==> config.mk <==
export PLATFORM = sky130hd
export DESIGN_NAME = canopy_disease_risk_scorer_core
export DESIGN_NICKNAME = d
export VERILOG_FILES = /design/src/hw/rtl/cdrs_pkg.sv /design/src/hw/rtl/canopy_disease_risk_scorer_core.sv
export SDC_FILE = /design/constraint.sdc
export NUM_CORES = 2
export LEC_CHECK = 0
export BUFFER_PORTS_ARGS = -buffer_cell sky130_fd_sc_hd__buf_2
export CAP_MARGIN = 5
export CORE_MARGIN = 2
export CORE_UTILIZATION = 45
export CTS_CLUSTER_DIAMETER = 50
export CTS_CLUSTER_SIZE = 30
export DETAILED_ROUTE_END_ITERATION = 16
export PLACE_DENSITY_LB_ADDON = 0.15
export SLEW_MARGIN = 20
export SYNTH_ARGS = -nofsm -noshare
export SYNTH_HDL_FRONTEND = slang
export SYNTH_SLANG_ARGS = --single-unit
==> constraint.sdc <==
create_clock -name clk -period 15.74 [get_ports clk]
set_input_delay 3.935 -clock clk [delete_from_list [all_inputs] [get_ports clk]]
set_output_delay 3.935 -clock clk [all_outputs]
set_load 0.02 [all_outputs]
==> src/hw/rtl/cdrs_pkg.sv <==
// Shared types, constants and crop tables for the canopy disease risk scorer.
// No dependencies; imported by canopy_disease_risk_scorer_core.
`default_nettype none

package cdrs_pkg;

  // Request payloads
  typedef struct packed {
    logic signed [15:0] leaf_temp;
    logic signed [15:0] dew_point;
    logic [14:0]        wetness_persistence;
    logic [14:0]        spore_fluorescence;
    logic [14:0]        air_stagnation;
    logic [13:0]        thermal_variance;
    logic [13:0]        carbon_dioxide_ppm;
  } cdrs_in_t;

  typedef struct packed {
    logic [14:0] blight_score;
    logic [1:0]  blight_level;
  } cdrs_out_t;

  // Crop codes; codes 6 and 7 fall back to the custom table
  localparam logic [2:0] CROP_GRAPE      = 3'd0;
  localparam logic [2:0] CROP_TOMATO     = 3'd1;
  localparam logic [2:0] CROP_STRAWBERRY = 3'd2;
  localparam logic [2:0] CROP_CUCUMBER   = 3'd3;
  localparam logic [2:0] CROP_HOPS       = 3'd4;
  localparam logic [2:0] CROP_CUSTOM     = 3'd5;

  // Risk level codes
  localparam logic [1:0] LEVEL_LOW      = 2'd0;
  localparam logic [1:0] LEVEL_MODERATE = 2'd1;
  localparam logic [1:0] LEVEL_ELEVATED = 2'd2;
  localparam logic [1:0] LEVEL_CRITICAL = 2'd3;

  // Scoring constants (1/256 points unless noted)
  localparam logic [14:0] FULL_SCORE    = 15'd25600;
  localparam logic [14:0] SCORE_CEILING = 15'd27200;
  localparam logic [14:0] CO2_LOW_SCORE = 15'd2560;
  localparam logic [14:0] CO2_HI_SCORE  = 15'd19200;
  localparam logic [13:0] CO2_LOW_PPM   = 14'd500;
  localparam logic [13:0] CO2_HI_PPM    = 14'd900;
  localparam logic [16:0] DEW_KNEE      = 17'd768;
  localparam logic [21:0] DEW_WET_BASE  = 22'd14080;
  localparam logic [21:0] DEW_WET_SLOPE = 22'd18;
  localparam logic [15:0] DEW_DRY_SLOPE = 16'd55;
  localparam logic [16:0] CO2_SLOPE     = 17'd208;
  localparam logic [17:0] THERM_SLOPE   = 18'd15;

  // Reciprocals for the constant divides: /3 as *43691>>17, /5 as *104858>>19
  localparam logic [31:0] RECIP_3 = 32'd43691;
  localparam logic [35:0] RECIP_5 = 36'd104858;

  // Component order: dew, wetness, spore, airflow, thermal, co2
  localparam int NUM_COMP = 6;

  typedef logic [NUM_COMP-1:0][14:0] weight_set_t;

  typedef struct packed {
    logic [14:0] critical;
    logic [14:0] elevated;
    logic [14:0] moderate;
  } limit_set_t;

  // Q0.16 weights per crop; element 0 is the dew weight
  function automatic weight_set_t crop_weights(input logic [2:0] crop);
    weight_set_t w;
    w[0] = 15'd19661; w[1] = 15'd14418; w[2] = 15'd11796;
    w[3] = 15'd9175;  w[4] = 15'd6554;  w[5] = 15'd3932;
    unique case (crop)
      CROP_GRAPE: begin
        w[1] = 15'd16384; w[2] = 15'd13107;
      end
      CROP_TOMATO: begin
        w[3] = 15'd11796; w[5] = 15'd5243;
      end
      CROP_STRAWBERRY: w[4] = 15'd9175;
      CROP_CUCUMBER:   w[0] = 15'd22282;
      CROP_HOPS:       w[2] = 15'd14418;
      default: ;
    endcase
    return w;
  endfunction

  function automatic limit_set_t crop_limits(input logic [2:0] crop);
    limit_set_t t;
    t.critical = 15'd19968;
    t.elevated = 15'd14336;
    t.moderate = 15'd8704;
    unique case (crop)
      CROP_STRAWBERRY: t.critical = 15'd18944;
      CROP_HOPS:       t.moderate = 15'd7680;
      default: ;
    endcase
    return t;
  endfunction

endpackage

`default_nettype wire

==> src/hw/rtl/canopy_disease_risk_scorer_core.sv <==
// Canopy disease risk scorer: component scoring, crop weighting, classification.
// Depends on cdrs_pkg (payload structs, crop tables, constants).
//
//   channel | direction | handshake          | payload
//   in_     | request   | in_valid/in_stall  | cdrs_in_t sensor record
//   out_    | result    | out_valid/out_stall| cdrs_out_t score and level
//   cfg_    | write     | cfg_valid/cfg_ready| 3-bit crop profile
//
// Six register stages: prepare, divide, weight, pair sums, total/saturate,
// classify into the output register. One request per cycle unless out_stall holds a full pipeline.
// Each stage loads whenever it is empty or the stage after it moves, so bubbles
// collapse and in_stall rises only with all six stages full and out_stall high.
// Synchronous active-low reset empties the pipeline and sets the crop to grape.
// Configuration writes are always taken (cfg_ready is tied high).
`default_nettype none

module canopy_disease_risk_scorer_core (
  input  wire logic               clk,
  input  wire logic               rst_n,
  input  wire logic               in_valid,
  output      logic               in_stall,
  input  wire cdrs_pkg::cdrs_in_t in_data,
  output      logic               out_valid,
  input  wire logic               out_stall,
  output      cdrs_pkg::cdrs_out_t out_data,
  input  wire logic               cfg_valid,
  output      logic               cfg_ready,
  input  wire logic [2:0]         cfg_data
);
  import cdrs_pkg::*;

  // Crop register
  logic [2:0] crop_r;
  weight_set_t wts;
  limit_set_t  lims;

  assign cfg_ready = 1'b1;
  assign wts  = crop_weights(crop_r);
  assign lims = crop_limits(crop_r);

  always_ff @(posedge clk) begin
    if (!rst_n) begin
      crop_r <= CROP_GRAPE;
    end else if (cfg_valid && cfg_ready) begin
      crop_r <= cfg_data;
    end
  end

  // Stage valids and advance chain
  logic v1_r, v2_r, v3_r, v4_r, v5_r, out_valid_r;
  logic adv1, adv2, adv3, adv4, adv5, adv_o;

  assign adv_o    = !out_valid_r || !out_stall;
  assign adv5     = !v5_r || adv_o;
  assign adv4     = !v4_r || adv5;
  assign adv3     = !v3_r || adv4;
  assign adv2     = !v2_r || adv3;
  assign adv1     = !v1_r || adv2;
  assign in_stall = !adv1;
  assign out_valid = out_valid_r;

  always_ff @(posedge clk) begin
    if (!rst_n) begin
      v1_r <= 1'b0; v2_r <= 1'b0; v3_r <= 1'b0;
      v4_r <= 1'b0; v5_r <= 1'b0; out_valid_r <= 1'b0;
    end else begin
      if (adv1)  v1_r <= in_valid;
      if (adv2)  v2_r <= v1_r;
      if (adv3)  v3_r <= v2_r;
      if (adv4)  v4_r <= v3_r;
      if (adv5)  v5_r <= v4_r;
      if (adv_o) out_valid_r <= v5_r;
    end
  end

  // Stage 1: dew margin, CO2 band, thermal scaling
  logic signed [16:0] margin;
  logic [16:0] neg_margin;
  logic [21:0] wet_val;
  logic [9:0]  dry_diff;
  logic [15:0] dew_num_nxt, dew_num_r;
  logic        dew_div_nxt, dew_div_r;
  logic [16:0] co2_num_nxt, co2_num_r;
  logic        co2_div_nxt, co2_div_r;
  logic [16:0] therm_raw;
  logic [14:0] therm_nxt, therm_r;
  logic [14:0] wet1_r, spore1_r, stag1_r;

  always_comb begin
    margin     = 17'(in_data.leaf_temp) - 17'(in_data.dew_point);
    neg_margin = 17'(-margin);
    wet_val    = DEW_WET_BASE + 22'(neg_margin) * DEW_WET_SLOPE;
    dry_diff   = 10'(DEW_KNEE - margin);
    dew_num_nxt = '0;
    dew_div_nxt = 1'b0;
    if (margin >= $signed(DEW_KNEE)) begin
      dew_num_nxt = '0;
    end else if (!margin[16]) begin
      dew_num_nxt = 16'(dry_diff) * DEW_DRY_SLOPE;
      dew_div_nxt = 1'b1;
    end else if (wet_val > 22'(FULL_SCORE)) begin
      dew_num_nxt = 16'(FULL_SCORE);
    end else begin
      dew_num_nxt = wet_val[15:0];
    end

    co2_div_nxt = 1'b0;
    if (in_data.carbon_dioxide_ppm < CO2_LOW_PPM) begin
      co2_num_nxt = 17'(CO2_LOW_SCORE);
    end else if (in_data.carbon_dioxide_ppm > CO2_HI_PPM) begin
      co2_num_nxt = 17'(CO2_HI_SCORE);
    end else begin
      co2_num_nxt = 17'(9'(in_data.carbon_dioxide_ppm - CO2_LOW_PPM)) * CO2_SLOPE;
      co2_div_nxt = 1'b1;
    end

    therm_raw = 17'((18'(in_data.thermal_variance) * THERM_SLOPE) >> 1);
    therm_nxt = (therm_raw > 17'(FULL_SCORE)) ? FULL_SCORE : therm_raw[14:0];
  end

  always_ff @(posedge clk) begin
    if (adv1) begin
      dew_num_r <= dew_num_nxt;
      dew_div_r <= dew_div_nxt;
      co2_num_r <= co2_num_nxt;
      co2_div_r <= co2_div_nxt;
      therm_r   <= therm_nxt;
      wet1_r    <= in_data.wetness_persistence;
      spore1_r  <= in_data.spore_fluorescence;
      stag1_r   <= in_data.air_stagnation;
    end
  end

  // Stage 2: constant divides by reciprocal multiply
  logic [31:0] dew_prod;
  logic [35:0] co2_prod;
  logic [NUM_COMP-1:0][14:0] comp_nxt, comp_r;

  always_comb begin
    dew_prod = 32'(dew_num_r) * RECIP_3;
    co2_prod = 36'(co2_num_r) * RECIP_5;
    comp_nxt[0] = dew_div_r ? dew_prod[31:17] : dew_num_r[14:0];
    comp_nxt[1] = wet1_r;
    comp_nxt[2] = spore1_r;
    comp_nxt[3] = stag1_r;
    comp_nxt[4] = therm_r;
    comp_nxt[5] = co2_div_r ? (CO2_LOW_SCORE + co2_prod[33:19]) : co2_num_r[14:0];
  end

  always_ff @(posedge clk) begin
    if (adv2) comp_r <= comp_nxt;
  end

  // Stage 3: weight each component
  logic [NUM_COMP-1:0][29:0] prod_nxt, prod_r;

  always_comb begin
    for (int k = 0; k < NUM_COMP; k++) begin
      prod_nxt[k] = 30'(comp_r[k]) * 30'(wts[k]);
    end
  end

  always_ff @(posedge clk) begin
    if (adv3) prod_r <= prod_nxt;
  end

  // Stage 4: pair sums
  logic [2:0][30:0] pair_nxt, pair_r;

  always_comb begin
    for (int k = 0; k < 3; k++) begin
      pair_nxt[k] = 31'(prod_r[2*k]) + 31'(prod_r[2*k+1]);
    end
  end

  always_ff @(posedge clk) begin
    if (adv4) pair_r <= pair_nxt;
  end

  // Stage 5: total, drop fraction, saturate
  logic [32:0] total;
  logic [16:0] whole;
  logic [14:0] score_nxt, score_r;

  always_comb begin
    total     = 33'(pair_r[0]) + 33'(pair_r[1]) + 33'(pair_r[2]);
    whole     = total[32:16];
    score_nxt = (whole > 17'(SCORE_CEILING)) ? SCORE_CEILING : whole[14:0];
  end

  always_ff @(posedge clk) begin
    if (adv5) score_r <= score_nxt;
  end

  // Stage 6: classify against crop thresholds
  cdrs_out_t out_nxt, out_r;

  always_comb begin
    out_nxt.blight_score = score_r;
    priority if (score_r >= lims.critical) begin
      out_nxt.blight_level = LEVEL_CRITICAL;
    end else if (score_r >= lims.elevated) begin
      out_nxt.blight_level = LEVEL_ELEVATED;
    end else if (score_r >= lims.moderate) begin
      out_nxt.blight_level = LEVEL_MODERATE;
    end else begin
      out_nxt.blight_level = LEVEL_LOW;
    end
  end

  always_ff @(posedge clk) begin
    if (adv_o) out_r <= out_nxt;
  end

  assign out_data = out_r;

`ifndef SYNTHESIS
  // Stall toward the source only with every stage occupied
  a_stall_full: assert property (@(posedge clk) disable iff (!rst_n)
    in_stall |-> (v1_r && v2_r && v3_r && v4_r && v5_r && out_valid_r))
    else $error("in_stall with an empty pipeline stage");

  // Delivered score never exceeds the ceiling
  a_score_cap: assert property (@(posedge clk) disable iff (!rst_n)
    out_valid_r |-> (out_r.blight_score <= SCORE_CEILING))
    else $error("blight_score above ceiling");

  // Level agrees with the lowest thresholds of any crop
  a_level_sane: assert property (@(posedge clk) disable iff (!rst_n)
    (out_valid_r && out_r.blight_score < 15'd7680) |-> (out_r.blight_level == LEVEL_LOW))
    else $error("blight_level not low below every moderate threshold");

  // Computed components stay within full scale
  a_comp_range: assert property (@(posedge clk) disable iff (!rst_n)
    v2_r |-> (comp_r[0] <= FULL_SCORE && comp_r[4] <= FULL_SCORE &&
              comp_r[5] <= CO2_HI_SCORE))
    else $error("component score out of range");

  // A request moving out of stage one lands in stage two
  a_advance: assert property (@(posedge clk) disable iff (!rst_n)
    (v1_r && adv2) |=> v2_r)
    else $error("request lost between stage one and two");
`endif

endmodule

`default_nettype wire
Yosys cells after proc, flatten, opt, wreduce, memory -nomap -nowiden
Index checks and enable logic that the tools add are counted.
{"block": "word_totals", "ff_bits": 499, "input_bits": 113, "out_inout_bits": 20, "wordCells": 105}
{"block": "classes", "addsub": 11, "multipliers": 12, "order_cmp": 9, "n_eq_ne": 4, "n_mux": 17, "reduce_logical": 17}
{"op": "multiplier 15 x 15 -> 30 bit", "n": 6}
{"op": "adder 30 x 30 -> 31 bit", "n": 3}
{"op": "two-way mux 15 bit", "n": 4}
{"op": "> comparator 17 x 15 -> 1 bit (second input constant)", "n": 2}
{"op": "adder 32 x 31 -> 33 bit", "n": 1}
{"op": "multiplier 17 x 16 -> 33 bit (second input constant)", "n": 1}
{"op": "adder 31 x 31 -> 32 bit", "n": 1}
{"op": "multiplier 16 x 16 -> 32 bit (second input constant)", "n": 1}
{"op": "two-way mux 16 bit", "n": 2}
{"op": ">= comparator 15 bit", "n": 2}
{"op": "two-way mux 14 bit", "n": 2}
{"op": "two-way mux 13 bit", "n": 2}
{"op": "one-hot mux 13 bit (2 select lines)", "n": 1}
{"op": "adder 14 x 22 -> 22 bit (first input constant)", "n": 1}
{"op": "> comparator 22 x 15 -> 1 bit (second input constant)", "n": 1}
{"op": "multiplier 17 x 4 -> 21 bit (second input constant)", "n": 1}
{"op": "multiplier 14 x 4 -> 18 bit (second input constant)", "n": 1}
{"op": ">= comparator 17 x 11 -> 1 bit (second input constant)", "n": 1}
{"op": "negation 17 bit", "n": 1}
{"op": "subtractor 16 x 16 -> 17 bit", "n": 1}
{"op": "multiplier 10 x 6 -> 16 bit (second input constant)", "n": 1}
{"op": "adder 12 x 15 -> 15 bit (first input constant)", "n": 1}
{"op": ">= comparator 15 x 14 -> 1 bit (second input constant)", "n": 1}
{"op": "> comparator 14 x 10 -> 1 bit (second input constant)", "n": 1}
{"op": "other kinds (14)", "n": 31}

Depth between registers and ports, before layout
{"block": "depth", "word_depth": 8, "depth_mapped": 30, "mapped_depth_nobuf": 30}

Worst setup path before layout
No wires, ideal clock.
{"block": "synth_path", "path_kind": "input-to-output", "startpoint": "input port out_stall", "endpoint": "output port in_stall", "t_arrival_ns": 7.385, "t_required_ns": 11.805, "path_slack_ns": 4.420, "cell_stages": 4, "path_buffers": 0, "path_cell_list": "and3_1 -> and3_1 -> nand3_1 -> inv_1"}
{"block": "synth_between", "elab_chain_len": 8}
{"item": "start: declaration", "line": "canopy_disease_risk_scorer_core.sv:24", "text": "input wire logic out_stall,"}
{"item": "zero test 1 bit", "line": "canopy_disease_risk_scorer_core.sv:53", "text": "assign adv_o = !out_valid_r || !out_stall;"}
{"item": "logical OR 1 bit", "line": "canopy_disease_risk_scorer_core.sv:53"}
{"item": "logical OR 1 bit", "line": "canopy_disease_risk_scorer_core.sv:54", "text": "assign adv5 = !v5_r || adv_o;"}
{"item": "logical OR 1 bit", "line": "canopy_disease_risk_scorer_core.sv:55", "text": "assign adv4 = !v4_r || adv5;"}
{"item": "logical OR 1 bit", "line": "canopy_disease_risk_scorer_core.sv:56", "text": "assign adv3 = !v3_r || adv4;"}
{"item": "logical OR 1 bit", "line": "canopy_disease_risk_scorer_core.sv:57", "text": "assign adv2 = !v2_r || adv3;"}
{"item": "logical OR 1 bit", "line": "canopy_disease_risk_scorer_core.sv:58", "text": "assign adv1 = !v1_r || adv2;"}
{"item": "zero test 1 bit", "line": "canopy_disease_risk_scorer_core.sv:59", "text": "assign in_stall = !adv1;"}
{"item": "end: declaration", "line": "canopy_disease_risk_scorer_core.sv:21", "text": "output logic in_stall,"}
No other way between the ends.

Final worst setup path
{"block": "layout_path", "startpoint": "input port in_data[74] in the netlist's numbering", "endpoint": "register dew_num_r[14] (data pin)"}
{"block": "layout_between", "elab_chain_len": 7, "elab_cells_between_ends": 10, "cone_classes": "add/sub: 4; mul: 2; order compare: 2; mux: 2"}
{"item": "start: declaration", "line": "canopy_disease_risk_scorer_core.sv:22", "text": "input wire cdrs_pkg::cdrs_in_t in_data,"}
{"item": "subtractor 16 x 16 -> 17 bit (*)", "line": "canopy_disease_risk_scorer_core.sv:90", "text": "margin = 17'(in_data.leaf_temp) - 17'(in_data.dew_point);"}
{"item": "negation 17 bit", "line": "canopy_disease_risk_scorer_core.sv:91", "text": "neg_margin = 17'(-margin);"}
{"item": "multiplier 17 x 4 -> 21 bit", "line": "canopy_disease_risk_scorer_core.sv:92", "text": "wet_val = DEW_WET_BASE + 22'(neg_margin) * DEW_WET_SLOPE;"}
{"item": "adder 14 x 22 -> 22 bit", "line": "canopy_disease_risk_scorer_core.sv:92"}
{"item": "> comparator 22 x 15 -> 1 bit", "line": "canopy_disease_risk_scorer_core.sv:101", "text": "end else if (wet_val > 22'(FULL_SCORE)) begin"}
{"item": "two-way mux 16 bit", "line": "canopy_disease_risk_scorer_core.sv:101"}
{"item": "two-way mux 16 bit", "line": "canopy_disease_risk_scorer_core.sv:98", "text": "end else if (!margin[16]) begin"}
{"item": "end signal: assignment", "line": "canopy_disease_risk_scorer_core.sv:123", "text": "dew_num_r <= dew_num_nxt;"}
{"item": "end: declaration", "line": "canopy_disease_risk_scorer_core.sv:81", "text": "logic [15:0] dew_num_nxt, dew_num_r;"}
Mark *: on every way between the ends. The rest lies on a longest branch, timed or not.
A chain may end at the register's enable or synchronous reset.

==> impl_metrics.ini <==
[worst_hold_path]
worstHoldPathType = reg -> reg

[sta]
min_period_ps = 9903
slew_viol_final = 0
worst_pin_slew_ps = 956.3
maxSlewHeadroom = 0.3579
rsz0062_at_grt = no
fin_worst_skew_ps = 50.51
fin_setup_tns_ps = 0
period_share = 0.6292
finalHoldViolations = 0
setup_viol = 0
max_freq_mhz = 101.0

[clock_network]
clockBufferDepth = 3
numClockSinks = 491
postCtsSetupBuffers = 0
cts_root_buf = clkbuf_16
clk_latency_ps = 680
hold_buffers = 0
tritoncts = done
post_cts_resized = 0
h-tree-depth = 3
clkTransAtPathRegs_ps = 60
cts-buffers-inserted = 71

[synthesis]
syn_inst = 6115
ys_top_cells_by_count = inv_1, ha_1, fa_1
synth_warnings = 0
avgSynthCellArea_um2 = 10.69
async_flop_share = 0
yosys.cell_types.count = 85
syn_area_um2 = 65350
ys_seq_area_frac = 0.2242
synth_seq_cells = 491
synth.area.top_cells = fa_1, ha_1, edfxtp_1, inv_1, xnor2_1
synth_top_area_frac = 0.2524
synth.most_common_cell = inv_1
ys.flop_type = edfxtp_1
synth_edf_count = 482
yosysTopAreaCell = fa_1

[place]
placed_area_um2 = 68260
io_buffers = 131
gp_congestion = 0.8856
place.detailed.hpwl_um = 116400

[floorplanning]
core_um2 = 143800
die_y_um = 385.1
dieArea_um2 = 148300
fp.dieW_um = 385.1
fp-row-count = 139
start_util = 0.4544
num_io_pins = 133

[global_routing]
track_usage = 0.1918
antenna_found_initial = 1
first_global_vias = 43655
grt_max_degree = 70
gr-total-overflow = 0
grt_pass1_wl_um = 226300

[drt]
highest_layer = met4
drt-initial-drc-count = 1854
routedLengthMet1_um = 65880
routed_via_density = 5.055
detail-route-antenna-nets = 0
detailroute.via_count = 41572
wl_per_cell_um = 16.62
wl_met3_um = 4311
drc = 0
wl_met2_um = 63490
wl_um = 136700
drtPass1Iterations = 5

[worst_setup_path]
crit_required_ps = 16120
cp-start-kind = primary input
cp_data_arrival_time_ps = 10280
path_class = in -> reg
end_kind = flop
cp_max_fo = 14

[finish]
design_area_um2 = 70810
nets = 8414
synthToLayoutAreaGrowth_pct = 8.357
drive_gt1_frac = 0.05823

[flow_run]
max-cap-violations = 0

[run_status]
status = finished, final reports clean
==> placed cells by master, fill, tap and decap left out, drive strengths merged, types with 75 or more instances in the layout <==
cell	n
a21o	92
a21oi	222
and2	134
buf	145
clkbuf	75
edfxtp	482
fa	824
ha	1216
inv	1282
nand2	248
nor2	236
nor3	89
o21a	76
o21ai	140
xnor2	248
xor2	82
==> path summary, 6_finish.rpt <==
check,to,depth (start not counted),slack [ps],startpoint
min,comp_r[37]$_DFFE_PP_,0,410,spore1_r[7]$_DFFE_PN_
max reg2reg,prod_r[149]$_DFFE_PP_,23,6990,crop_r[2]$_SDFFE_PN0P_
min reg2reg,comp_r[37]$_DFFE_PP_,0,410,spore1_r[7]$_DFFE_PN_
max,dew_num_r[14]$_SDFFCE_PP0N_,23,5840,in_data[74]
==> worst max-delay path, stage by stage <==
cell       delay [ps]
buf_2             110
inv_1              40
ha_1              280
nor2b_4           130
o21a_4            200
or4_1             460
a21o_1            180
a221o_1           320
nor3_1            390
nor3b_1           700
o21ai_0           270
xnor2_1           370
ha_1              290
ha_1              360
and2_1            190
a311oi_1          360
xnor2_1           280
nand3b_1          130
mux2i_1           140
a32oi_1            70
o2bb2ai_1         240
o2111ai_2         420
o221a_2           400
==> metal layers <==
| metal | GRT usage | vias up |
|---|---|---|
| li1 | - | 20687 |
| met1 | 0.2691 | 20218 |
| met2 | 0.3163 | 513 |
| met3 | 0.02419 | 154 |
| met4 | 0.04391 | 0 |
| met5 | 0 | - |
==> cell families after synthesis <==
group           Yosys count  synth area share
fa+ha+maj              2040            0.4852
buf+inv                1342           0.07725
simple gates           1086           0.08418
compound gates          804           0.08150
flops                   491            0.2242
xor+xnor                330           0.04423
mux                      20          0.003274
other cells               2         0.0001149
==> layout make-up <==
class / instances / area (µm²)
clock inverters: 57 / 743.2
flip-flops and latches: 491 / 14650
inverters: 1260 / 4735
repair buffers: 145 / 760.7
diodes: 1 / 2.502
fillers: 13076 / 73020
well taps: 1903 / 2381
clock buffers: 75 / 1813
multi-input cells: 4292 / 45730
==> state kept, by name, indices dropped and copies added, names as in the netlist, 3 cells and up <==
name	cells
crop_r	3
score_r	15
dew_num_r	16
out_data	17
stag1_r	15
comp_r	90
wet1_r	15
co2_num_r	13
pair_r	93
prod_r	176
spore1_r	15
therm_r	15
==> per-stage QoR <==
| step | worst slack [ps] | hold WS, ps | instances | utilization |
|---|---|---|---|---|
| after floorplan | 4420 | 400.3 | 6125 | - |
| after global placement | 5244 | 403.2 | 8091 | 0.4746 |
| after detailed placement | 5081 | 404.5 | 8091 | 0.4746 |
| after CTS | 5753 | 411.1 | 8223 | 0.4923 |
| after global routing | 5090 | 424.9 | 8223 | 0.4923 |
| final | 5837 | 411.2 | 8224 | 0.4923 |
Power is not shown: default switching activity piles up to over one toggle a cycle in this logic, so the estimate is an artifact.
